[src/sv/ogl_pkg.sv]
// Shared types, constants and helpers of the occupancy block grid labeler.
package ogl_pkg;

    localparam int MAX_WIDTH  = 1024;
    localparam int MAX_HEIGHT = 1024;
    localparam int MAX_BLOCK  = 64;

    localparam int PIX_W  = 8;
    localparam int BS_W   = 7;
    localparam int DIM_W  = 11;
    localparam int POS_W  = 10;
    localparam int IB_W   = 6;
    localparam int ID_W   = 21;
    localparam int FC_W   = 20;
    localparam int ADDR_W = $clog2(MAX_WIDTH);
    localparam int IDX_W  = 2;

    localparam int OUT_FIELDS_W = POS_W + POS_W + ID_W;
    localparam int OUT_DATA_W   = ((OUT_FIELDS_W + 7) / 8) * 8;

    localparam logic [BS_W-1:0]  BLOCK_RESET  = BS_W'(8);
    localparam logic [DIM_W-1:0] WIDTH_RESET  = DIM_W'(1024);
    localparam logic [DIM_W-1:0] HEIGHT_RESET = DIM_W'(1024);

    typedef enum logic [IDX_W-1:0] {
        REG_BLOCK_SIZE   = 2'd0,
        REG_IMAGE_WIDTH  = 2'd1,
        REG_IMAGE_HEIGHT = 2'd2
    } reg_index_t;

    // Everything the cell stage needs to know about one pixel.
    typedef struct packed {
        logic              black;
        logic [POS_W-1:0]  col;
        logic [POS_W-1:0]  row;
        logic              valid_cell;
        logic              seg_first;
        logic              seg_last;
        logic              first_row;
        logic              emit;
        logic              last_cell;
        logic              img_end;
    } pix_info_t;

    function automatic logic [BS_W-1:0] clamp_block(input logic [BS_W-1:0] v);
        logic [BS_W-1:0] r;
        if (v == '0)
            r = BS_W'(1);
        else if (v > BS_W'(MAX_BLOCK))
            r = BS_W'(MAX_BLOCK);
        else
            r = v;
        return r;
    endfunction

    function automatic logic [DIM_W-1:0] clamp_dim(input logic [DIM_W-1:0] v,
                                                   input logic [DIM_W-1:0] hi);
        logic [DIM_W-1:0] r;
        if (v == '0)
            r = DIM_W'(1);
        else if (v > hi)
            r = hi;
        else
            r = v;
        return r;
    endfunction

endpackage

[src/sv/ogl_ram.sv]
// Generic single-write, single-read RAM with registered read data.
module ogl_ram #(
    parameter int WIDTH = 1,
    parameter int DEPTH = 1024
) (
    input  logic                     clk,
    input  logic                     we,
    input  logic [$clog2(DEPTH)-1:0] waddr,
    input  logic [WIDTH-1:0]         wdata,
    input  logic                     re,
    input  logic [$clog2(DEPTH)-1:0] raddr,
    output logic [WIDTH-1:0]         rdata
);

    logic [WIDTH-1:0] mem [DEPTH];

    always_ff @(posedge clk)
    begin
        if (we)
            mem[waddr] <= wdata;
        if (re)
            rdata <= mem[raddr];
    end

endmodule

[src/sv/ogl_scan.sv]
// Configuration registers and raster position counters of the labeler.
module ogl_scan import ogl_pkg::*; (
    input  logic             clk,
    input  logic             rst_n,
    input  logic             cfg_valid,
    output logic             cfg_ready,
    input  logic [IDX_W-1:0] cfg_index,
    input  logic [DIM_W-1:0] cfg_data,
    input  logic             accept,
    input  logic [PIX_W-1:0] pixel,
    output pix_info_t        info,
    output logic             restart
);

    logic [BS_W-1:0]  bs_reg, bs_next;
    logic [DIM_W-1:0] width_reg, width_next;
    logic [DIM_W-1:0] height_reg, height_next;
    logic [POS_W-1:0] pc_reg, pc_next, pr_reg, pr_next;
    logic [IB_W-1:0]  cib_reg, cib_next, rib_reg, rib_next;
    logic [POS_W-1:0] bc_reg, bc_next, br_reg, br_next;
    // Pixel column / row just past the current cell; replaces a division by the block size.
    logic [DIM_W-1:0] col_end_reg, col_end_next, row_end_reg, row_end_next;

    logic [DIM_W-1:0] pc_inc, pr_inc;
    logic [BS_W-1:0]  cib_inc, rib_inc, bs_m1;
    logic [DIM_W:0]   col_far, row_far;

    assign cfg_ready = 1'b1;

    always_comb
    begin
        bs_next     = bs_reg;
        width_next  = width_reg;
        height_next = height_reg;
        restart     = 1'b0;
        if (cfg_valid)
        begin
            case (cfg_index)
                REG_BLOCK_SIZE:
                begin
                    bs_next = clamp_block(cfg_data[BS_W-1:0]);
                    restart = 1'b1;
                end
                REG_IMAGE_WIDTH:
                begin
                    width_next = clamp_dim(cfg_data, DIM_W'(MAX_WIDTH));
                    restart    = 1'b1;
                end
                REG_IMAGE_HEIGHT:
                begin
                    height_next = clamp_dim(cfg_data, DIM_W'(MAX_HEIGHT));
                    restart     = 1'b1;
                end
                default:
                    restart = 1'b0;
            endcase
        end
    end

    assign pc_inc  = {1'b0, pc_reg} + DIM_W'(1);
    assign pr_inc  = {1'b0, pr_reg} + DIM_W'(1);
    assign cib_inc = {1'b0, cib_reg} + BS_W'(1);
    assign rib_inc = {1'b0, rib_reg} + BS_W'(1);
    assign bs_m1   = bs_reg - BS_W'(1);

    always_comb
    begin
        pc_next      = pc_reg;
        pr_next      = pr_reg;
        cib_next     = cib_reg;
        rib_next     = rib_reg;
        bc_next      = bc_reg;
        br_next      = br_reg;
        col_end_next = col_end_reg;
        row_end_next = row_end_reg;
        if (restart)
        begin
            pc_next      = '0;
            pr_next      = '0;
            cib_next     = '0;
            rib_next     = '0;
            bc_next      = '0;
            br_next      = '0;
            col_end_next = DIM_W'(bs_next);
            row_end_next = DIM_W'(bs_next);
        end
        else if (accept)
        begin
            if (cib_inc >= bs_reg)
            begin
                cib_next     = '0;
                bc_next      = bc_reg + POS_W'(1);
                col_end_next = col_end_reg + DIM_W'(bs_reg);
            end
            else
                cib_next = cib_inc[IB_W-1:0];

            if (pc_inc >= width_reg)
            begin
                pc_next      = '0;
                cib_next     = '0;
                bc_next      = '0;
                col_end_next = DIM_W'(bs_reg);
                if (rib_inc >= bs_reg)
                begin
                    rib_next     = '0;
                    br_next      = br_reg + POS_W'(1);
                    row_end_next = row_end_reg + DIM_W'(bs_reg);
                end
                else
                    rib_next = rib_inc[IB_W-1:0];
                if (pr_inc >= height_reg)
                begin
                    pr_next      = '0;
                    rib_next     = '0;
                    br_next      = '0;
                    row_end_next = DIM_W'(bs_reg);
                end
                else
                    pr_next = pr_inc[POS_W-1:0];
            end
            else
                pc_next = pc_inc[POS_W-1:0];
        end
    end

    assign col_far = {1'b0, col_end_reg} + (DIM_W+1)'(bs_reg);
    assign row_far = {1'b0, row_end_reg} + (DIM_W+1)'(bs_reg);

    always_comb
    begin
        info.black      = (pixel == '0);
        info.col        = bc_reg;
        info.row        = br_reg;
        info.valid_cell = (col_end_reg <= width_reg) && (row_end_reg <= height_reg);
        info.seg_first  = (cib_reg == '0);
        info.seg_last   = ({1'b0, cib_reg} == bs_m1);
        info.first_row  = (rib_reg == '0);
        info.emit       = info.valid_cell && info.seg_last && ({1'b0, rib_reg} == bs_m1);
        info.last_cell  = (col_far > {1'b0, width_reg}) && (row_far > {1'b0, height_reg});
        info.img_end    = (pc_inc >= width_reg) && (pr_inc >= height_reg);
    end

    always_ff @(posedge clk or negedge rst_n)
    begin
        if (!rst_n)
        begin
            bs_reg      <= BLOCK_RESET;
            width_reg   <= WIDTH_RESET;
            height_reg  <= HEIGHT_RESET;
            pc_reg      <= '0;
            pr_reg      <= '0;
            cib_reg     <= '0;
            rib_reg     <= '0;
            bc_reg      <= '0;
            br_reg      <= '0;
            col_end_reg <= DIM_W'(BLOCK_RESET);
            row_end_reg <= DIM_W'(BLOCK_RESET);
        end
        else
        begin
            bs_reg      <= bs_next;
            width_reg   <= width_next;
            height_reg  <= height_next;
            pc_reg      <= pc_next;
            pr_reg      <= pr_next;
            cib_reg     <= cib_next;
            rib_reg     <= rib_next;
            bc_reg      <= bc_next;
            br_reg      <= br_next;
            col_end_reg <= col_end_next;
            row_end_reg <= row_end_next;
        end
    end

endmodule

[src/sv/ogl_cell.sv]
// Pixel stage: merges the obstacle flag of each cell and builds the result word.
module ogl_cell import ogl_pkg::*; (
    input  logic              clk,
    input  logic              rst_n,
    input  logic              accept,
    input  pix_info_t         info,
    input  logic              restart,
    output logic              take,
    output logic              flag_we,
    output logic [ADDR_W-1:0] flag_waddr,
    output logic              flag_wdata,
    input  logic              flag_rdata,
    output logic              out_valid,
    input  logic              out_ready,
    output logic [POS_W-1:0]  cell_row,
    output logic [POS_W-1:0]  cell_col,
    output logic              occupied,
    output logic [ID_W-1:0]   free_id,
    output logic              last_cell
);

    pix_info_t        s1_reg;
    logic             s1_valid_reg;
    logic             fwd_hit_reg, fwd_data_reg;
    logic             acc_reg;
    logic [FC_W-1:0]  fc_reg;
    logic             out_valid_reg;
    logic [POS_W-1:0] row_reg, col_reg;
    logic             occ_reg, last_reg;
    logic [ID_W-1:0]  id_reg;

    logic s1_adv, prev_flag, merged;

    assign s1_adv = s1_valid_reg && (!out_valid_reg || out_ready);
    assign take   = !s1_valid_reg || s1_adv;

    // The previous row's flag may be written in the same cycle it is read.
    assign prev_flag = fwd_hit_reg ? fwd_data_reg : flag_rdata;

    always_comb
    begin
        if (!s1_reg.seg_first)
            merged = s1_reg.black | acc_reg;
        else if (s1_reg.first_row)
            merged = s1_reg.black;
        else
            merged = s1_reg.black | prev_flag;
    end

    assign flag_we    = s1_adv && s1_reg.valid_cell && s1_reg.seg_last;
    assign flag_waddr = ADDR_W'(s1_reg.col);
    assign flag_wdata = merged;

    always_ff @(posedge clk or negedge rst_n)
    begin
        if (!rst_n)
        begin
            s1_valid_reg  <= 1'b0;
            out_valid_reg <= 1'b0;
            fc_reg        <= '0;
        end
        else
        begin
            if (accept)
                s1_valid_reg <= 1'b1;
            else if (s1_adv)
                s1_valid_reg <= 1'b0;

            if (s1_adv && s1_reg.emit)
                out_valid_reg <= 1'b1;
            else if (out_ready)
                out_valid_reg <= 1'b0;

            if (restart)
                fc_reg <= '0;
            else if (s1_adv)
            begin
                if (s1_reg.img_end)
                    fc_reg <= '0;
                else if (s1_reg.emit && !merged)
                    fc_reg <= fc_reg + FC_W'(1);
            end
        end
    end

    always_ff @(posedge clk)
    begin
        if (accept)
        begin
            s1_reg       <= info;
            fwd_hit_reg  <= flag_we && (flag_waddr == ADDR_W'(info.col));
            fwd_data_reg <= merged;
        end
        if (s1_adv)
            acc_reg <= merged;
        if (s1_adv && s1_reg.emit)
        begin
            row_reg  <= s1_reg.row;
            col_reg  <= s1_reg.col;
            occ_reg  <= merged;
            last_reg <= s1_reg.last_cell;
            id_reg   <= merged ? '1 : {1'b0, fc_reg};
        end
    end

    assign out_valid = out_valid_reg;
    assign cell_row  = row_reg;
    assign cell_col  = col_reg;
    assign occupied  = occ_reg;
    assign free_id   = id_reg;
    assign last_cell = last_reg;

endmodule

[src/sv/occupancy_block_grid_labeler_top.sv]
// The pixel that completes a cell passes the pixel stage register, then its result word is registered at the output.
// Throughput: one pixel per cycle while the result output is not stalled, set by the single
// pixel stage and the one-read, one-write flag RAM that holds one obstacle flag per cell column.
// Reset (rst_n, asynchronous, active low) sets block size 8 and a 1024 x 1024 image,
// clears all position counters and the free-cell counter; the flag RAM needs no clearing since each
// cell's flag is written at the end of its first row segment, and that row ignores the stored flag.
module occupancy_block_grid_labeler_top import ogl_pkg::*; (
    input  logic                  clk,
    input  logic                  rst_n,
    input  logic                  s_axis_tvalid,
    output logic                  s_axis_tready,
    input  logic [PIX_W-1:0]      s_axis_tdata,  // [7:0] pixel
    output logic                  m_axis_tvalid,
    input  logic                  m_axis_tready,
    output logic [OUT_DATA_W-1:0] m_axis_tdata,  // [9:0] cell_row, [19:10] cell_col,
                                                 // [40:20] free_id, rest zero
    output logic                  m_axis_tuser,  // [0] occupied
    output logic                  m_axis_tlast,  // last_cell
    input  logic                  cfg_valid,
    output logic                  cfg_ready,
    input  logic [IDX_W-1:0]      cfg_index,
    input  logic [DIM_W-1:0]      cfg_data
);

    pix_info_t         info;
    logic              restart, accept, take;
    logic              flag_we, flag_wdata, flag_rdata;
    logic [ADDR_W-1:0] flag_waddr;
    logic [POS_W-1:0]  cell_row, cell_col;
    logic [ID_W-1:0]   free_id;

    assign s_axis_tready = take;
    assign accept        = s_axis_tvalid && take;

    ogl_scan u_scan (
        .clk       (clk),
        .rst_n     (rst_n),
        .cfg_valid (cfg_valid),
        .cfg_ready (cfg_ready),
        .cfg_index (cfg_index),
        .cfg_data  (cfg_data),
        .accept    (accept),
        .pixel     (s_axis_tdata),
        .info      (info),
        .restart   (restart)
    );

    ogl_ram #(
        .WIDTH (1),
        .DEPTH (MAX_WIDTH)
    ) u_flags (
        .clk   (clk),
        .we    (flag_we),
        .waddr (flag_waddr),
        .wdata (flag_wdata),
        .re    (accept),
        .raddr (ADDR_W'(info.col)),
        .rdata (flag_rdata)
    );

    ogl_cell u_cell (
        .clk        (clk),
        .rst_n      (rst_n),
        .accept     (accept),
        .info       (info),
        .restart    (restart),
        .take       (take),
        .flag_we    (flag_we),
        .flag_waddr (flag_waddr),
        .flag_wdata (flag_wdata),
        .flag_rdata (flag_rdata),
        .out_valid  (m_axis_tvalid),
        .out_ready  (m_axis_tready),
        .cell_row   (cell_row),
        .cell_col   (cell_col),
        .occupied   (m_axis_tuser),
        .free_id    (free_id),
        .last_cell  (m_axis_tlast)
    );

    assign m_axis_tdata = OUT_DATA_W'({free_id, cell_col, cell_row});

endmodule

[config.mk]
export PLATFORM = sky130hd
export DESIGN_NAME = occupancy_block_grid_labeler_top
export DESIGN_NICKNAME = d
export VERILOG_FILES = /design/src/sv/ogl_pkg.sv /design/src/sv/ogl_ram.sv /design/src/sv/ogl_scan.sv /design/src/sv/ogl_cell.sv /design/src/sv/occupancy_block_grid_labeler_top.sv
export SDC_FILE = /design/constraint.sdc
export NUM_CORES = 2
export LEC_CHECK = 0
export ABC_AREA = 1
export BUFFER_PORTS_ARGS = -buffer_cell sky130_fd_sc_hd__buf_2
export CAP_MARGIN = 20
export CORE_ASPECT_RATIO = 0.75
export CORE_MARGIN = 2
export CORE_UTILIZATION = 55
export DETAILED_ROUTE_END_ITERATION = 7
export PLACE_DENSITY_LB_ADDON = 0.2
export SYNTH_ARGS = -nofsm -noshare
export SYNTH_HDL_FRONTEND = slang
export SYNTH_SLANG_ARGS = --single-unit
[constraint.sdc]
create_clock -name clk -period 23.8 [get_ports clk]
set_input_delay 2.38 -clock clk [delete_from_list [all_inputs] [get_ports clk]]
set_output_delay 2.38 -clock clk [all_outputs]
set_load 0.02 [all_outputs]
==> flow_metrics.env <==
export IMPL_drv_slew=0
export IMPL_start_util_pct=55.2
export IMPL_tns_ns=0
export IMPL_status="finished, violations left"
export IMPL_setup_slack_ns=18.61
export IMPL_clock_fmax_mhz=193
export IMPL_synth_area_per_cell_um2=9.37
export IMPL_antenna_found_initial=1
export IMPL_critical_path_max_fanout=3
export IMPL_antennaDiodeCount=0
export IMPL_fillCellCount=8897
export IMPL_ioPinCount=79
export IMPL_cts_tree="built"
export IMPL_largest_reg_flops=1024
export IMPL_netlist_instances=6184
export IMPL_path_clk_slew_ns=0.06
export IMPL_post_route_period_util_pct=21.8
export IMPL_syn2layout_area_growth_pct=9.16
export IMPL_numClockSinks=1223
export IMPL_power_leakage_nw=22.9
export IMPL_final_antenna_net_count=0
export IMPL_ys_seq_area_share_pct=62.3
export IMPL_grt_pass1_wl_um=240000
export IMPL_dr_first_iter_drc_count=6026
export IMPL_worst_pin_slew_ns=1.22
export IMPL_period_needed_ns=5.19
export IMPL_post_route_util_pct=60.3
export IMPL_start_kind="input port"
export IMPL_cts_resized=0
export IMPL_required_ns=21.42
export IMPL_place_gp_congestion=0.896
export IMPL_crit_type="input port to primary output"
export IMPL_dieArea_um2=108000
export IMPL_dp_hpwl_um=89500
export IMPL_wl_per_cell_um=20.9
export IMPL_cp_arrival_ns=2.81
export IMPL_nets=6169
export IMPL_grt_pass1_vias=40158
export IMPL_firstDrtPassIters=8
export IMPL_synth_edff_count=1098
export IMPL_grt_max_degree=262
export IMPL_ys_async_sr_fraction_pct=10.2
export IMPL_ys_ff_latch=1223
export IMPL_vias_per_cell=5.79
export IMPL_rsz0062_at_grt="false"
export IMPL_relSlewSlack_pct=18.2
export IMPL_violations="DRC"
export IMPL_grt_use_met2_pct=42.5
export IMPL_whs_ns=0.423
export IMPL_wirelength_um=158000
export IMPL_seq_area_um2=36100
export IMPL_overflow=0
export IMPL_grt_usage_pct=29.1
export IMPL_peakVddDrop_v=0.000112
export IMPL_row_count=103
export IMPL_synthesis_area_um2=57900
export IMPL_numPortBuffers=70
export IMPL_skew_ns=0.0147
export IMPL_hp_class="register to register"
export IMPL_finalPower_mw=6.38
export IMPL_pre_cts_slack_ns=18.21
export IMPL_cts_htree_levels=3
export IMPL_drv_cap=0
export IMPL_yosys_cell_types_count=49
export IMPL_synth_top_flop_cell="edfxtp_1"
export IMPL_coreArea_um2=105000
export IMPL_grt_met3_usage_pct=5.30
export IMPL_end_kind="primary output"
export IMPL_die_w_um=379
export IMPL_yosys_warnings=0
export IMPL_power_density_nw_per_um2=101
export IMPL_multi_input_area_um2=19100
export IMPL_numCtsBuffers=118
export IMPL_gr_max_usage_layer="met1"
export IMPL_drive_gt1_share_pct=6.77
export IMPL_setup_violations=0
export IMPL_insertion_delay_ns=0.74
export IMPL_grt_use_met1_pct=44.2
export IMPL_via_count=43701
export IMPL_post_cts_buffers=0
export IMPL_cts_root_buf="clkbuf_16"
export IMPL_hold_violations=0
export IMPL_cts_hold_buf=0
export IMPL_drcViolationCount=2
export IMPL_clockBufferDepth=3
export IMPL_die_y_um=285
## cell usage after synthesis (all sizes together) (63+ instances only)
master  count  area, µm²
o21ai     339       1700
ha        104       1300
inv       278       1040
clkbuf    281       1050
edfxtp   1098      33000
nor2     1608       6060
buf       157        757
nand3     535       2680
nor3       63        325
a21oi     144        721
nand2    1255       4720
dfrtp     120       3000
## cell type report
type | instances | area share, %
clock inverter | 68 | 0.946
clock buffer | 147 | 4.98
inverter | 284 | 1.72
sequential | 1223 | 57.1
timing repair buffer | 165 | 2.23
multi-input combinational | 4245 | 30.2
tap | 1417 | 2.80
## metal layers
| layer | vias up | share of wire (%) |
|---|---|---|
| met4 | 0 | 3.1 |
| li1 | 20224 | - |
| met1 | 21093 | 43 |
| met2 | 2122 | 43 |
| met3 | 262 | 11 |
| met5 | - | 0 |
## layout by cell type (no fill, tap or decap), types with 4 or more instances in the layout
cell	instances
buf_16	11
nand2_2	14
clkbuf_1	20
edfxtp_1	1098
nor3_1	61
o22ai_1	11
buf_2	69
a21oi_1	144
o211ai_1	16
nand4_1	29
dfstp_2	5
clkinvlp_4	9
o21ai_1	14
bufinv_16	9
a31oi_1	12
xnor2_1	12
dfrtp_1	116
buf_4	75
ha_1	104
clkbuf_8	9
o21a_1	5
xor2_1	57
nor4_1	8
inv_1	268
nor2_4	4
nand3_2	18
clkinv_1	24
nand3_1	517
inv_2	6
nor2_1	1604
buf_12	10
nand2_1	1240
clkbuf_16	118
o21ai_0	325
conb_1	8
clkinv_2	30
or2_2	14
## power by group
| group | switching, mW | internal, mW | total [mW] |
|---|---|---|---|
| clock | 0.823 | 1.03 | 1.86 |
| combinational | 1.34 | 0.496 | 1.83 |
| sequential | 0.0884 | 2.60 | 2.69 |
## per-stage QoR
stage                     instances  instance area (µm²)
after floorplan                6190                58000
after CTS                      7538                63000
after global placement         7317                59100
final                          7549                63200
after detailed placement       7323                59200
after global routing           7549                63200
## kinds of logic (layout without fill, tap and decap cells)
family	after synthesis	in the layout	synth area share [%]
and+or+nand+nor	3518	3518	24.4
AOI/OAI and AO/OA	543	543	4.92
other	2	8	0.0130
DFF	1223	1223	62.3
muxes	1	1	0.0194
xor gates and xnor gates	69	69	1.04
adders and majority gates	106	106	2.32
buffers and inverters	722	664	4.97
## path summary, 6_finish.rpt
path	from	to	slack [ns]	cells after the start
max	m_axis_tready	s_axis_tready	18.61	4
min	u_cell.s1_reg[16]	u_cell.cell_row[9]	0.42	0
max reg2reg	u_scan.bc_reg[0]	u_flags.rdata	18.68	16
min reg2reg	u_cell.s1_reg[16]	u_cell.cell_row[9]	0.42	0
max in group asynchronous	rst_n	u_scan.bc_reg[1]	20.44	3
min in group asynchronous	rst_n	u_cell.fc_reg[19]	1.49	1
## worst max-delay path, stage by stage
cell and delay [ns]:
buf_2 0.10, inv_1 0.06, nand3_1 0.10, buf_2 0.18
No activity file was read; power rests on OpenSTA's default activity.
